==> src/design/kplc_pkg.sv <==
// shared types, constants and defaults of the keypad password lock controller
`timescale 1ns / 1ps

package kplc_pkg;

   localparam int PASS_LEN_DEFAULT       = 5;
   localparam int MISMATCH_TRIES_DEFAULT = 5;

   localparam int KEY_W  = 8;
   localparam int CMD_W  = 5;
   localparam int MOT_W  = 2;
   localparam int TL_W   = 3;
   localparam int CSR_AW = 3;
   localparam int LIM_W  = 4;

   // configuration register indexes
   localparam logic [CSR_AW-1:0] CSR_BACKSPACE_KEY = 3'd0;
   localparam logic [CSR_AW-1:0] CSR_CLEAR_KEY     = 3'd1;
   localparam logic [CSR_AW-1:0] CSR_ENTER_KEY     = 3'd2;
   localparam logic [CSR_AW-1:0] CSR_DIGIT_LOW     = 3'd3;
   localparam logic [CSR_AW-1:0] CSR_DIGIT_HIGH    = 3'd4;
   localparam logic [CSR_AW-1:0] CSR_OPEN_KEY      = 3'd5;
   localparam logic [CSR_AW-1:0] CSR_CHANGE_KEY    = 3'd6;
   localparam logic [CSR_AW-1:0] CSR_WRONG_LIMIT   = 3'd7;

   localparam logic [KEY_W-1:0] BACKSPACE_KEY_RST = 8'd45;
   localparam logic [KEY_W-1:0] CLEAR_KEY_RST     = 8'd99;
   localparam logic [KEY_W-1:0] ENTER_KEY_RST     = 8'd61;
   localparam logic [KEY_W-1:0] DIGIT_LOW_RST     = 8'd48;
   localparam logic [KEY_W-1:0] DIGIT_HIGH_RST    = 8'd57;
   localparam logic [KEY_W-1:0] OPEN_KEY_RST      = 8'd43;
   localparam logic [KEY_W-1:0] CHANGE_KEY_RST    = 8'd45;
   localparam logic [LIM_W-1:0] WRONG_LIMIT_RST   = 4'd3;

   // display commands
   localparam logic [CMD_W-1:0] CMD_NONE         = 5'd0;
   localparam logic [CMD_W-1:0] CMD_SHOW_MENU    = 5'd1;
   localparam logic [CMD_W-1:0] CMD_MENU_REJECT  = 5'd2;
   localparam logic [CMD_W-1:0] CMD_NEW_PASS     = 5'd3;
   localparam logic [CMD_W-1:0] CMD_CONFIRM_PASS = 5'd4;
   localparam logic [CMD_W-1:0] CMD_PASS_CHANGED = 5'd5;
   localparam logic [CMD_W-1:0] CMD_MISMATCH     = 5'd6;
   localparam logic [CMD_W-1:0] CMD_UNLOCKING    = 5'd7;
   localparam logic [CMD_W-1:0] CMD_UNLOCKED     = 5'd8;
   localparam logic [CMD_W-1:0] CMD_LOCKING      = 5'd9;
   localparam logic [CMD_W-1:0] CMD_ENTER_PASS   = 5'd10;
   localparam logic [CMD_W-1:0] CMD_WRONG_PASS   = 5'd11;
   localparam logic [CMD_W-1:0] CMD_DENIED       = 5'd12;
   localparam logic [CMD_W-1:0] CMD_ERASE_LAST   = 5'd13;
   localparam logic [CMD_W-1:0] CMD_ERASE_ALL    = 5'd14;
   localparam logic [CMD_W-1:0] CMD_DIGIT_OK     = 5'd15;
   localparam logic [CMD_W-1:0] CMD_KEY_SKIPPED  = 5'd17;

   // motor drive levels
   localparam logic [MOT_W-1:0] MOTOR_STOP    = 2'd0;
   localparam logic [MOT_W-1:0] MOTOR_FORWARD = 2'd1;
   localparam logic [MOT_W-1:0] MOTOR_REVERSE = 2'd2;

   // timer loads
   localparam logic [TL_W-1:0] TL_NONE    = 3'd0;
   localparam logic [TL_W-1:0] TL_MESSAGE = 3'd1;
   localparam logic [TL_W-1:0] TL_UNLOCK  = 3'd2;
   localparam logic [TL_W-1:0] TL_HOLD    = 3'd3;
   localparam logic [TL_W-1:0] TL_LOCK    = 3'd4;
   localparam logic [TL_W-1:0] TL_WARNING = 3'd5;

   typedef struct packed {
      logic             mode;
      logic [KEY_W-1:0] key;
   } kplc_req_type;

   typedef struct packed {
      logic [CMD_W-1:0] command;
      logic [MOT_W-1:0] motor_drive;
      logic             buzzer;
      logic [TL_W-1:0]  timer_load;
   } kplc_rsp_type;

   // requests from the sequencer to the password store
   typedef struct packed {
      logic             wr_en;
      logic [KEY_W-1:0] wr_data;
      logic             copy_new;
      logic             commit;
      logic             cmp_start;
      logic             cmp_stored;
   } kplc_store_op_type;

   typedef struct packed {
      logic cmp_done;
      logic cmp_equal;
   } kplc_store_stat_type;

endpackage

==> src/design/kplc_store.sv <==
// password registers with a byte-serial comparator
`timescale 1ns / 1ps

module kplc_store #(
   parameter int PASS_LEN = kplc_pkg::PASS_LEN_DEFAULT,
   parameter int IDX_W    = (PASS_LEN > 1) ? $clog2(PASS_LEN) : 1
) (
   input  logic                         clock,
   input  logic                         reset,
   input  kplc_pkg::kplc_store_op_type  op,
   input  logic [IDX_W-1:0]             wr_idx,
   output kplc_pkg::kplc_store_stat_type stat
);
   import kplc_pkg::*;

   logic [KEY_W-1:0] entry_mem  [PASS_LEN];
   logic [KEY_W-1:0] new_mem    [PASS_LEN];
   logic [KEY_W-1:0] stored_mem [PASS_LEN];

   logic             busy_ff;
   logic             done_ff;
   logic             eq_ff;
   logic             sel_stored_ff;
   logic [IDX_W-1:0] idx_ff;
   logic [KEY_W-1:0] lhs;
   logic [KEY_W-1:0] rhs;

   always_ff @(posedge clock) begin
      if (op.wr_en) begin
         entry_mem[wr_idx] <= op.wr_data;
      end
      if (op.copy_new) begin
         new_mem <= entry_mem;
      end
      if (op.commit) begin
         stored_mem <= entry_mem;
      end
   end

   assign lhs = sel_stored_ff ? stored_mem[idx_ff] : new_mem[idx_ff];
   assign rhs = entry_mem[idx_ff];

   always_ff @(posedge clock) begin
      if (reset) begin
         busy_ff <= 1'b0;
         done_ff <= 1'b0;
      end else begin
         done_ff <= 1'b0;
         if (op.cmp_start) begin
            busy_ff       <= 1'b1;
            idx_ff        <= '0;
            eq_ff         <= 1'b1;
            sel_stored_ff <= op.cmp_stored;
         end else if (busy_ff) begin
            eq_ff <= eq_ff & (lhs == rhs);
            if (idx_ff == IDX_W'(PASS_LEN - 1)) begin
               busy_ff <= 1'b0;
               done_ff <= 1'b1;
            end else begin
               idx_ff <= idx_ff + 1'b1;
            end
         end
      end
   end

   assign stat.cmp_done  = done_ff;
   assign stat.cmp_equal = eq_ff;

endmodule

==> src/design/keypad_password_lock_controller.sv <==
// top level of the keypad password lock controller
`timescale 1ns / 1ps

// One keypad byte or timer event goes in, one result (display command, motor drive, buzzer,
// timer load) comes out. The block takes one item at a time, through the decode and post
// states; an entry that an enter key submits for a check also passes the compare state, where
// the password store compares one byte per cycle in its shared comparator. A result waits in
// an output register until it is taken; the next item is taken once the result register is
// loaded. The password registers hold no defined value until first written.

module keypad_password_lock_controller #(
   parameter int PASS_LEN       = kplc_pkg::PASS_LEN_DEFAULT,
   parameter int MISMATCH_TRIES = kplc_pkg::MISMATCH_TRIES_DEFAULT
) (
   input  logic                               clock,
   input  logic                               reset,
   input  logic                               req_valid,
   output logic                               req_ready,
   input  kplc_pkg::kplc_req_type             req_data,
   output logic                               rsp_valid,
   input  logic                               rsp_ready,
   output kplc_pkg::kplc_rsp_type             rsp_data,
   input  logic                               csr_we,
   input  logic [kplc_pkg::CSR_AW-1:0]        csr_addr,
   input  logic [kplc_pkg::KEY_W-1:0]         csr_wdata
);
   import kplc_pkg::*;

   localparam int IDX_W = (PASS_LEN > 1) ? $clog2(PASS_LEN) : 1;
   localparam int CNT_W = $clog2(PASS_LEN + 1);

   typedef enum logic [1:0] {S_IDLE, S_DECODE, S_CMP, S_POST} seq_type;
   typedef enum logic [1:0] {ST_MENU, ST_CHANGE, ST_OPEN, ST_AUTH} top_type;
   typedef enum logic [2:0] {EK_BACK, EK_CLEAR, EK_DIGIT, EK_SUBMIT, EK_SKIP} ek_type;

   logic [KEY_W-1:0] backspace_key_ff, clear_key_ff, enter_key_ff;
   logic [KEY_W-1:0] digit_low_ff, digit_high_ff, open_key_ff, change_key_ff;
   logic [LIM_W-1:0] wrong_limit_ff;

   seq_type          seq_ff, seq_in;
   top_type          top_ff, top_in;
   top_type          prior_ff, prior_in;
   logic [1:0]       step_ff, step_in;
   logic             first_ff, first_in;
   logic [LIM_W-1:0] trial_ff, trial_in;
   logic [CNT_W-1:0] count_ff, count_in;
   logic [CMD_W-1:0] cmd_ff, cmd_in;
   logic [TL_W-1:0]  tload_ff, tload_in;
   kplc_req_type     item_ff;
   logic             rsp_valid_ff;
   kplc_rsp_type     rsp_data_ff;

   kplc_store_op_type   op;
   kplc_store_stat_type stat;
   ek_type              ek;
   logic                timer;
   logic                entry_active;
   logic [LIM_W-1:0]    trial_bump;
   logic [MOT_W-1:0]    motor;
   logic                buzz;
   logic                slot_free;

   always_ff @(posedge clock) begin
      if (reset) begin
         backspace_key_ff <= BACKSPACE_KEY_RST;
         clear_key_ff     <= CLEAR_KEY_RST;
         enter_key_ff     <= ENTER_KEY_RST;
         digit_low_ff     <= DIGIT_LOW_RST;
         digit_high_ff    <= DIGIT_HIGH_RST;
         open_key_ff      <= OPEN_KEY_RST;
         change_key_ff    <= CHANGE_KEY_RST;
         wrong_limit_ff   <= WRONG_LIMIT_RST;
      end else if (csr_we) begin
         unique case (csr_addr)
            CSR_BACKSPACE_KEY: backspace_key_ff <= csr_wdata;
            CSR_CLEAR_KEY:     clear_key_ff     <= csr_wdata;
            CSR_ENTER_KEY:     enter_key_ff     <= csr_wdata;
            CSR_DIGIT_LOW:     digit_low_ff     <= csr_wdata;
            CSR_DIGIT_HIGH:    digit_high_ff    <= csr_wdata;
            CSR_OPEN_KEY:      open_key_ff      <= csr_wdata;
            CSR_CHANGE_KEY:    change_key_ff    <= csr_wdata;
            CSR_WRONG_LIMIT:   wrong_limit_ff   <= csr_wdata[LIM_W-1:0];
            default: ;
         endcase
      end
   end

   assign timer = item_ff.mode;

   // entry key classification
   always_comb begin
      priority if (item_ff.key == backspace_key_ff && count_ff != '0) begin
         ek = EK_BACK;
      end else if (item_ff.key == clear_key_ff) begin
         ek = EK_CLEAR;
      end else if (count_ff < CNT_W'(PASS_LEN) && item_ff.key >= digit_low_ff &&
                   item_ff.key <= digit_high_ff) begin
         ek = EK_DIGIT;
      end else if (count_ff == CNT_W'(PASS_LEN) && item_ff.key == enter_key_ff) begin
         ek = EK_SUBMIT;
      end else begin
         ek = EK_SKIP;
      end
   end

   assign entry_active = !timer && ((top_ff == ST_CHANGE && (step_ff == 2'd0 || step_ff == 2'd1))
                                    || (top_ff == ST_AUTH && step_ff == 2'd0));
   assign trial_bump   = (trial_ff == '1) ? trial_ff : trial_ff + 1'b1;

   always_comb begin
      top_in         = top_ff;
      prior_in       = prior_ff;
      step_in        = step_ff;
      first_in       = first_ff;
      trial_in       = trial_ff;
      count_in       = count_ff;
      cmd_in         = CMD_NONE;
      tload_in       = TL_NONE;
      op             = '0;
      op.wr_data     = item_ff.key;
      if (seq_ff == S_DECODE) begin
         if (entry_active) begin
            unique case (ek)
               EK_BACK: begin
                  count_in = count_ff - 1'b1;
                  cmd_in   = CMD_ERASE_LAST;
               end
               EK_CLEAR: begin
                  count_in = '0;
                  cmd_in   = CMD_ERASE_ALL;
               end
               EK_DIGIT: begin
                  op.wr_en = 1'b1;
                  count_in = count_ff + 1'b1;
                  cmd_in   = CMD_DIGIT_OK;
               end
               EK_SUBMIT: begin
                  count_in = '0;
                  if (top_ff == ST_CHANGE && step_ff == 2'd0) begin
                     op.copy_new = 1'b1;
                     step_in     = 2'd1;
                     cmd_in      = CMD_CONFIRM_PASS;
                  end else begin
                     op.cmp_start  = 1'b1;
                     op.cmp_stored = (top_ff == ST_AUTH);
                  end
               end
               default: cmd_in = CMD_KEY_SKIPPED;
            endcase
         end else begin
            unique case (top_ff)
               ST_MENU: begin
                  if (!timer && step_ff == 2'd0) begin
                     priority if (item_ff.key == open_key_ff) begin
                        top_in   = ST_AUTH;
                        prior_in = ST_OPEN;
                        step_in  = 2'd0;
                        trial_in = '0;
                        cmd_in   = CMD_ENTER_PASS;
                     end else if (item_ff.key == change_key_ff) begin
                        trial_in = '0;
                        step_in  = 2'd0;
                        if (first_ff) begin
                           top_in   = ST_CHANGE;
                           prior_in = ST_MENU;
                           cmd_in   = CMD_NEW_PASS;
                        end else begin
                           top_in   = ST_AUTH;
                           prior_in = ST_CHANGE;
                           cmd_in   = CMD_ENTER_PASS;
                        end
                     end else begin
                        cmd_in = CMD_MENU_REJECT;
                     end
                  end
               end
               ST_CHANGE: begin
                  if (timer && step_ff == 2'd2) begin
                     top_in   = ST_MENU;
                     prior_in = ST_CHANGE;
                     step_in  = 2'd0;
                     cmd_in   = CMD_SHOW_MENU;
                  end else if (timer && step_ff == 2'd3) begin
                     step_in = 2'd0;
                     if (first_ff || prior_ff == ST_AUTH) begin
                        cmd_in = CMD_NEW_PASS;
                     end else begin
                        top_in   = ST_AUTH;
                        prior_in = ST_CHANGE;
                        trial_in = '0;
                        cmd_in   = CMD_ENTER_PASS;
                     end
                  end
               end
               ST_OPEN: begin
                  if (timer && step_ff == 2'd0) begin
                     step_in  = 2'd1;
                     cmd_in   = CMD_UNLOCKED;
                     tload_in = TL_HOLD;
                  end else if (timer && step_ff == 2'd1) begin
                     step_in  = 2'd2;
                     cmd_in   = CMD_LOCKING;
                     tload_in = TL_LOCK;
                  end else if (timer && step_ff == 2'd2) begin
                     top_in   = ST_MENU;
                     prior_in = ST_OPEN;
                     step_in  = 2'd0;
                     cmd_in   = CMD_SHOW_MENU;
                  end
               end
               default: begin
                  if (timer && step_ff == 2'd1) begin
                     step_in = 2'd0;
                     cmd_in  = CMD_ENTER_PASS;
                  end else if (timer && step_ff == 2'd2) begin
                     top_in   = ST_MENU;
                     prior_in = ST_AUTH;
                     step_in  = 2'd0;
                     cmd_in   = CMD_SHOW_MENU;
                  end
               end
            endcase
         end
      end else if (seq_ff == S_CMP && stat.cmp_done) begin
         if (top_ff == ST_CHANGE) begin
            tload_in = TL_MESSAGE;
            if (stat.cmp_equal) begin
               op.commit = 1'b1;
               first_in  = 1'b0;
               cmd_in    = CMD_PASS_CHANGED;
               step_in   = 2'd2;
            end else begin
               cmd_in   = CMD_MISMATCH;
               trial_in = first_ff ? trial_ff : trial_bump;
               step_in  = (trial_in < LIM_W'(MISMATCH_TRIES)) ? 2'd3 : 2'd2;
            end
         end else begin
            if (stat.cmp_equal) begin
               prior_in = ST_AUTH;
               step_in  = 2'd0;
               if (prior_ff == ST_OPEN) begin
                  top_in   = ST_OPEN;
                  cmd_in   = CMD_UNLOCKING;
                  tload_in = TL_UNLOCK;
               end else begin
                  top_in   = ST_CHANGE;
                  trial_in = '0;
                  cmd_in   = CMD_NEW_PASS;
               end
            end else begin
               trial_in = trial_bump;
               if (trial_bump < wrong_limit_ff) begin
                  cmd_in   = CMD_WRONG_PASS;
                  tload_in = TL_MESSAGE;
                  step_in  = 2'd1;
               end else begin
                  cmd_in   = CMD_DENIED;
                  tload_in = TL_WARNING;
                  step_in  = 2'd2;
               end
            end
         end
      end
   end

   always_comb begin
      motor = MOTOR_STOP;
      if (top_ff == ST_OPEN && step_ff == 2'd0) begin
         motor = MOTOR_FORWARD;
      end else if (top_ff == ST_OPEN && step_ff == 2'd2) begin
         motor = MOTOR_REVERSE;
      end
      buzz = (top_ff == ST_AUTH && step_ff == 2'd2);
   end

   assign slot_free = !rsp_valid_ff || rsp_ready;

   always_comb begin
      seq_in = seq_ff;
      unique case (seq_ff)
         S_IDLE:   if (req_valid) seq_in = S_DECODE;
         S_DECODE: seq_in = op.cmp_start ? S_CMP : S_POST;
         S_CMP:    if (stat.cmp_done) seq_in = S_POST;
         default:  if (slot_free) seq_in = S_IDLE;
      endcase
   end

   always_ff @(posedge clock) begin
      if (reset) begin
         seq_ff       <= S_IDLE;
         top_ff       <= ST_CHANGE;
         prior_ff     <= ST_CHANGE;
         step_ff      <= 2'd0;
         first_ff     <= 1'b1;
         trial_ff     <= '0;
         count_ff     <= '0;
         rsp_valid_ff <= 1'b0;
      end else begin
         seq_ff <= seq_in;
         if (seq_ff == S_IDLE && req_valid) begin
            item_ff <= req_data;
         end
         if (seq_ff == S_DECODE || (seq_ff == S_CMP && stat.cmp_done)) begin
            top_ff   <= top_in;
            prior_ff <= prior_in;
            step_ff  <= step_in;
            first_ff <= first_in;
            trial_ff <= trial_in;
            count_ff <= count_in;
            cmd_ff   <= cmd_in;
            tload_ff <= tload_in;
         end
         if (seq_ff == S_POST && slot_free) begin
            rsp_valid_ff             <= 1'b1;
            rsp_data_ff.command      <= cmd_ff;
            rsp_data_ff.motor_drive  <= motor;
            rsp_data_ff.buzzer       <= buzz;
            rsp_data_ff.timer_load   <= tload_ff;
         end else if (rsp_ready) begin
            rsp_valid_ff <= 1'b0;
         end
      end
   end

   assign req_ready = (seq_ff == S_IDLE);
   assign rsp_valid = rsp_valid_ff;
   assign rsp_data  = rsp_data_ff;

   kplc_store #(
      .PASS_LEN (PASS_LEN),
      .IDX_W    (IDX_W)
   ) u_store (
      .clock  (clock),
      .reset  (reset),
      .op     (op),
      .wr_idx (count_ff[IDX_W-1:0]),
      .stat   (stat)
   );

   a_busy_after_transfer: assert property (@(posedge clock) disable iff (reset)
      req_valid && req_ready |=> !req_ready)
      else $error("input taken while an item is in progress");

   a_cmp_done_in_cmp: assert property (@(posedge clock) disable iff (reset)
      stat.cmp_done |-> seq_ff == S_CMP)
      else $error("compare finished outside the compare phase");

   a_entry_bound: assert property (@(posedge clock) disable iff (reset)
      count_ff <= CNT_W'(PASS_LEN))
      else $error("entry count beyond password length");

   a_buzzer_motor: assert property (@(posedge clock) disable iff (reset)
      rsp_valid && rsp_data.buzzer |-> rsp_data.motor_drive == MOTOR_STOP)
      else $error("buzzer and motor active together");

endmodule
==> config.mk <==
export PLATFORM = sky130hd
export DESIGN_NAME = keypad_password_lock_controller
export DESIGN_NICKNAME = d
export VERILOG_FILES = /design/src/design/kplc_pkg.sv /design/src/design/kplc_store.sv /design/src/design/keypad_password_lock_controller.sv
export SDC_FILE = /design/constraint.sdc
export NUM_CORES = 1
export LEC_CHECK = 0
export ABC_AREA = 1
export BUFFER_PORTS_ARGS = -buffer_cell sky130_fd_sc_hd__buf_4
export CAP_MARGIN = 20
export CORE_UTILIZATION = 35
export DETAILED_ROUTE_END_ITERATION = 8
export HOLD_SLACK_MARGIN = 0.1
export PLACE_DENSITY = 0.61
export SYNTH_ARGS = -nofsm -noshare
export SYNTH_HDL_FRONTEND = slang
export SYNTH_SLANG_ARGS = --single-unit
==> constraint.sdc <==
create_clock -name clock -period 10.05 [get_ports clock]
set_clock_uncertainty 0.2 [all_clocks]
set_input_delay 1.5075 -clock clock [delete_from_list [all_inputs] [get_ports clock]]
set_output_delay 1.5075 -clock clock [all_outputs]
set_load 0.02 [all_outputs]
==> impl_results.md <==
* Initial Util at between 30% and 40%
* Switching share of total power at around a quarter
* Worst hold path depth at 0
* CP Class: reg2reg
* Via-per-instance ratio at approximately 4.9
* Worst slack at placement at roughly 6.4 ns
* Final setup TNS at 0 ns
* Synthesized flop and latch total at around 230
* Internal power contribution at ~1700 uW
* Post-route cell area at ~13,000 sq um
* Depth of the CTS H-tree at 1
* Bufs on Longest Clock Path at 3
* Via count of the first global-routing pass at around 7,600
* Register-to-register setup slack at about 6.5 ns
* Setup Viol. Count Final at 0
* Largest cells by area after synthesis: sky130_fd_sc_hd__edfxtp_1, sky130_fd_sc_hd__dfxtp_1, sky130_fd_sc_hd__nand2_1
* Largest stage delay, worst path at 0.78 ns
* CP most frequent cell: sky130_fd_sc_hd__nand2_1
* Sequential area share after synthesis at 55.0%
* Critical R2R Capture: u_store.entry_mem[3]
* Antenna cells at 0
* Number of enable-type register cells in the synthesized netlist at 153
* Startpoint of the lowest-slack hold path: tload_ff[1]
* Count of unique library cells instantiated by Yosys at 51
* Final routed wire length divided by cell count at 15.0 um
* Ys async rst share at 0%
* CP Buf/Inv Count at 1
* Unrepaired setup endpoints after global routing: false
* Run status: finished clean
* Leakage power figure at 0.00511 uW
* Endpoint class of the critical path: register
* Measured slew at the worst slew-check pin at slightly above 1 ns
* Post-Place Cell Area at between 10,000 and 15,000 sq um
* Number of design rule violations left after detail routing at 0
* Die Height at approximately 180 um
* Total length of routed wires at about 26 mm
* Reported net switching power at roughly 600 uW
* Hold/Removal Path Class: reg2reg
* Io pins at 38
* Count of endpoints failing hold in the final timing report at 0
* Largest voltage drop on the vdd net at about 0.11 mV
* Netlist Area Pre-Place at between 10,000 and 15,000 sq um
* Critical path fanouts, max at 13
* Count of warnings emitted by yosys at 0
* Top delay family on crit path: simple AND/OR/NAND/NOR gates
* PostCTS Resize Cnt at 0
* Portion of total power attributed to combinational logic at approximately 13%
* Crit path launch type: register
* Overall routing resource usage at 15.6%
* Required time of the worst setup path at about 10 ns
* Total number of clock tree sinks at 232
* Latest clock arrival within the worst-skew pair at between 0.5 and 0.6 ns
* Clock tree from TritonCTS: built
* Global-route wire length before repair at between 40 and 50 mm
* Clock group share of total power at about two fifths
* Cell area power density at 183 nW/um^2
* Largest net degree at the start of global routing at 72
* Cell count of the worst reg-to-reg path at 13
* Syn nets at 1,309
* Placed wire-length estimate at 17.9 mm
* Highest clock frequency the design can meet at 281 MHz
* Total number of vias at 8,277
* Cell row count at 65
* Beginning of the worst register-to-register path: item_ff[2]
* Antenna violations before repair at 0
* Arrival @ worst endpoint at between 3 and 4 ns
* Floorplan core area at about 32,000 sq um
* Placer congestion estimate at between 0.8 and 0.9
* Horizontal die dimension at 181 um
* Slowest cell on the critical path: sky130_fd_sc_hd__nor3_1
* Final critical path time including I/O delays and setup at approximately 3.6 ns
* Final critical-path share of the clock period at 35.5%
* Part of the total power dissipated in sequential elements at 46.9%
* Synth Area per Inst at between 8 and 9 sq um
* Starting DRC count in detailed routing at about 550
* Total congestion overflow after global routing at 0
* Synth-to-Final Area Change at 12.7%
* Clock root buffer master: sky130_fd_sc_hd__clkbuf_16
* Count of nets left with antenna violations after detail routing at 0
* CTS hold repair buffers at 0
* Clock slew seen by the registers of the worst setup and hold paths at roughly 0.070 ns
* Number of buffers inserted to repair setup after CTS at 0
* Worst path cell trace: ha_1 > nand2_1 > nor2_1 > nor2_1 > nand2_1 > nand2_1 > nand2_1 > nand3_2 > nor2_2 > inv_2 > nor2_1 > nand2_1 > nor3_1
* DR pass1 iterations at 5
* Max-slew violations at 0
* Final layout net count at between 1,000 and 1,500
* Post-synth top flop: sky130_fd_sc_hd__edfxtp_1
* Post-synthesis instance total at between 1,000 and 1,500
* Cts bufs inserted at 24
* Ratio of cells with drive above 1 in the final layout at 9.68%
* Worst slew margin relative to its limit at between 30% and 40%
* Final critical-path setup slack at roughly 6.5 ns
* Max-cap violations at 0
* Cell type with the largest total area after synthesis: sky130_fd_sc_hd__edfxtp_1
* Die Footprint at roughly 33,000 sq um
* Synth top area share at 40.9%
* WHS Endpoint: rsp_data[1]
* Count of buffers from port buffering at 37
-- layout by cell type, fill, tap and decap left out, drive strengths merged, types with 11 or more instances in the layout --
cell / instances
a21oi: 46
buf: 46
ha: 28
nand4: 11
o21ai: 83
xnor2: 37
nor2: 139
nand2: 346
clkinv: 15
dfxtp: 79
inv: 122
o211ai: 12
nor3: 20
edfxtp: 153
clkbuf: 25
nand3: 100
-- power by group through the flow --
stage | clock network, uW | registers, uW | logic (uW)
6_report | 940 | 1090 | 290
5_1_grt | 989 | 1090 | 330
3_3_place_gp | 0 | 1110 | 285
4_1_cts | 955 | 1090 | 291
3_5_place_dp | 0 | 1110 | 289
2_1_floorplan | 0 | 1090 | 220
-- how the worst max path moves through the flow --
stage | startpoint | end | slack, ns | cells past startpoint
after floorplan | item_ff[0] | u_store.new_mem[0] | 6.32 | 12
after global placement | item_ff[5] | u_store.entry_mem[15] | 6.51 | 12
after CTS | item_ff[7] | u_store.entry_mem[18] | 6.42 | 11
after detailed placement | item_ff[7] | u_store.entry_mem[23] | 6.43 | 11
final | item_ff[2] | u_store.entry_mem[3] | 6.49 | 13
after global routing | item_ff[2] | u_store.entry_mem[2] | 6.08 | 13
-- cell type report --
type,count,area [sq um]
Clock buffer,24,601
Clock inverter,19,249
Fill cell,3097,18900
Inverter,125,483
Multi-Input combinational cell,854,4300
Sequential cell,232,6180
Tap cell,402,503
Timing Repair Buffer,47,345
-- cells by family after synthesis --
kind of cell	Yosys count	synth area share, %
flip-flops	232	55.0
buffers and inverters	169	6.89
adder cells (fa/ha/maj)	29	3.30
AO/OA/AOI/OAI	158	7.75
XOR/XNOR	46	3.59
AND/OR/NAND/NOR	621	23.5
-- registers in the layout, summed over array words and instances, names as in the netlist, 3 cells and up --
signal,count
cmd_ff,5
open_key_ff,8
digit_low_ff,8
u_store.stored_mem,40
enter_key_ff,8
backspace_key_ff,8
change_key_ff,8
rsp_data,11
digit_high_ff,8
item_ff,8
u_store.idx_ff,3
u_store.new_mem,40
count_ff,3
tload_ff,3
wrong_limit_ff,4
trial_ff,4
u_store.entry_mem,40
clear_key_ff,8
-- synthesized netlist by cell type, drive strengths merged (2+ instances only) --
cell,count
nand2,346
edfxtp,153
nor2,139
inv,122
nand3,100
o21ai,83
dfxtp,79
a21oi,46
xnor2,37
buf,34
ha,28
nor3,20
o211ai,12
nand4,11
clkbuf,10
xor2,9
o21a,4
clkinv,3
o22ai,3
a31oi,2
-- routing by layer --
metal	wire length (um)	GRT usage, %	vias to the layer above
met5	0	0	-
met4	555	4.44	0
met3	1230	2.00	37
met2	11800	25.7	179
met1	12000	21.4	3855
li1	-	-	4206
-- through the flow --
stage | hold WS, ns | util (%) | power [uW] | instances
global route | 0.233 | 40.1 | 2410 | 1703
CTS | 0.231 | 40.0 | 2330 | 1700
floorplan | 0.200 | - | 1310 | 1255
finish | 0.229 | 40.1 | 2320 | 1703
detailed placement | 0.214 | 37.4 | 1400 | 1657
global placement | 0.206 | 37.3 | 1390 | 1656
Power figures use the tool's default switching activity.
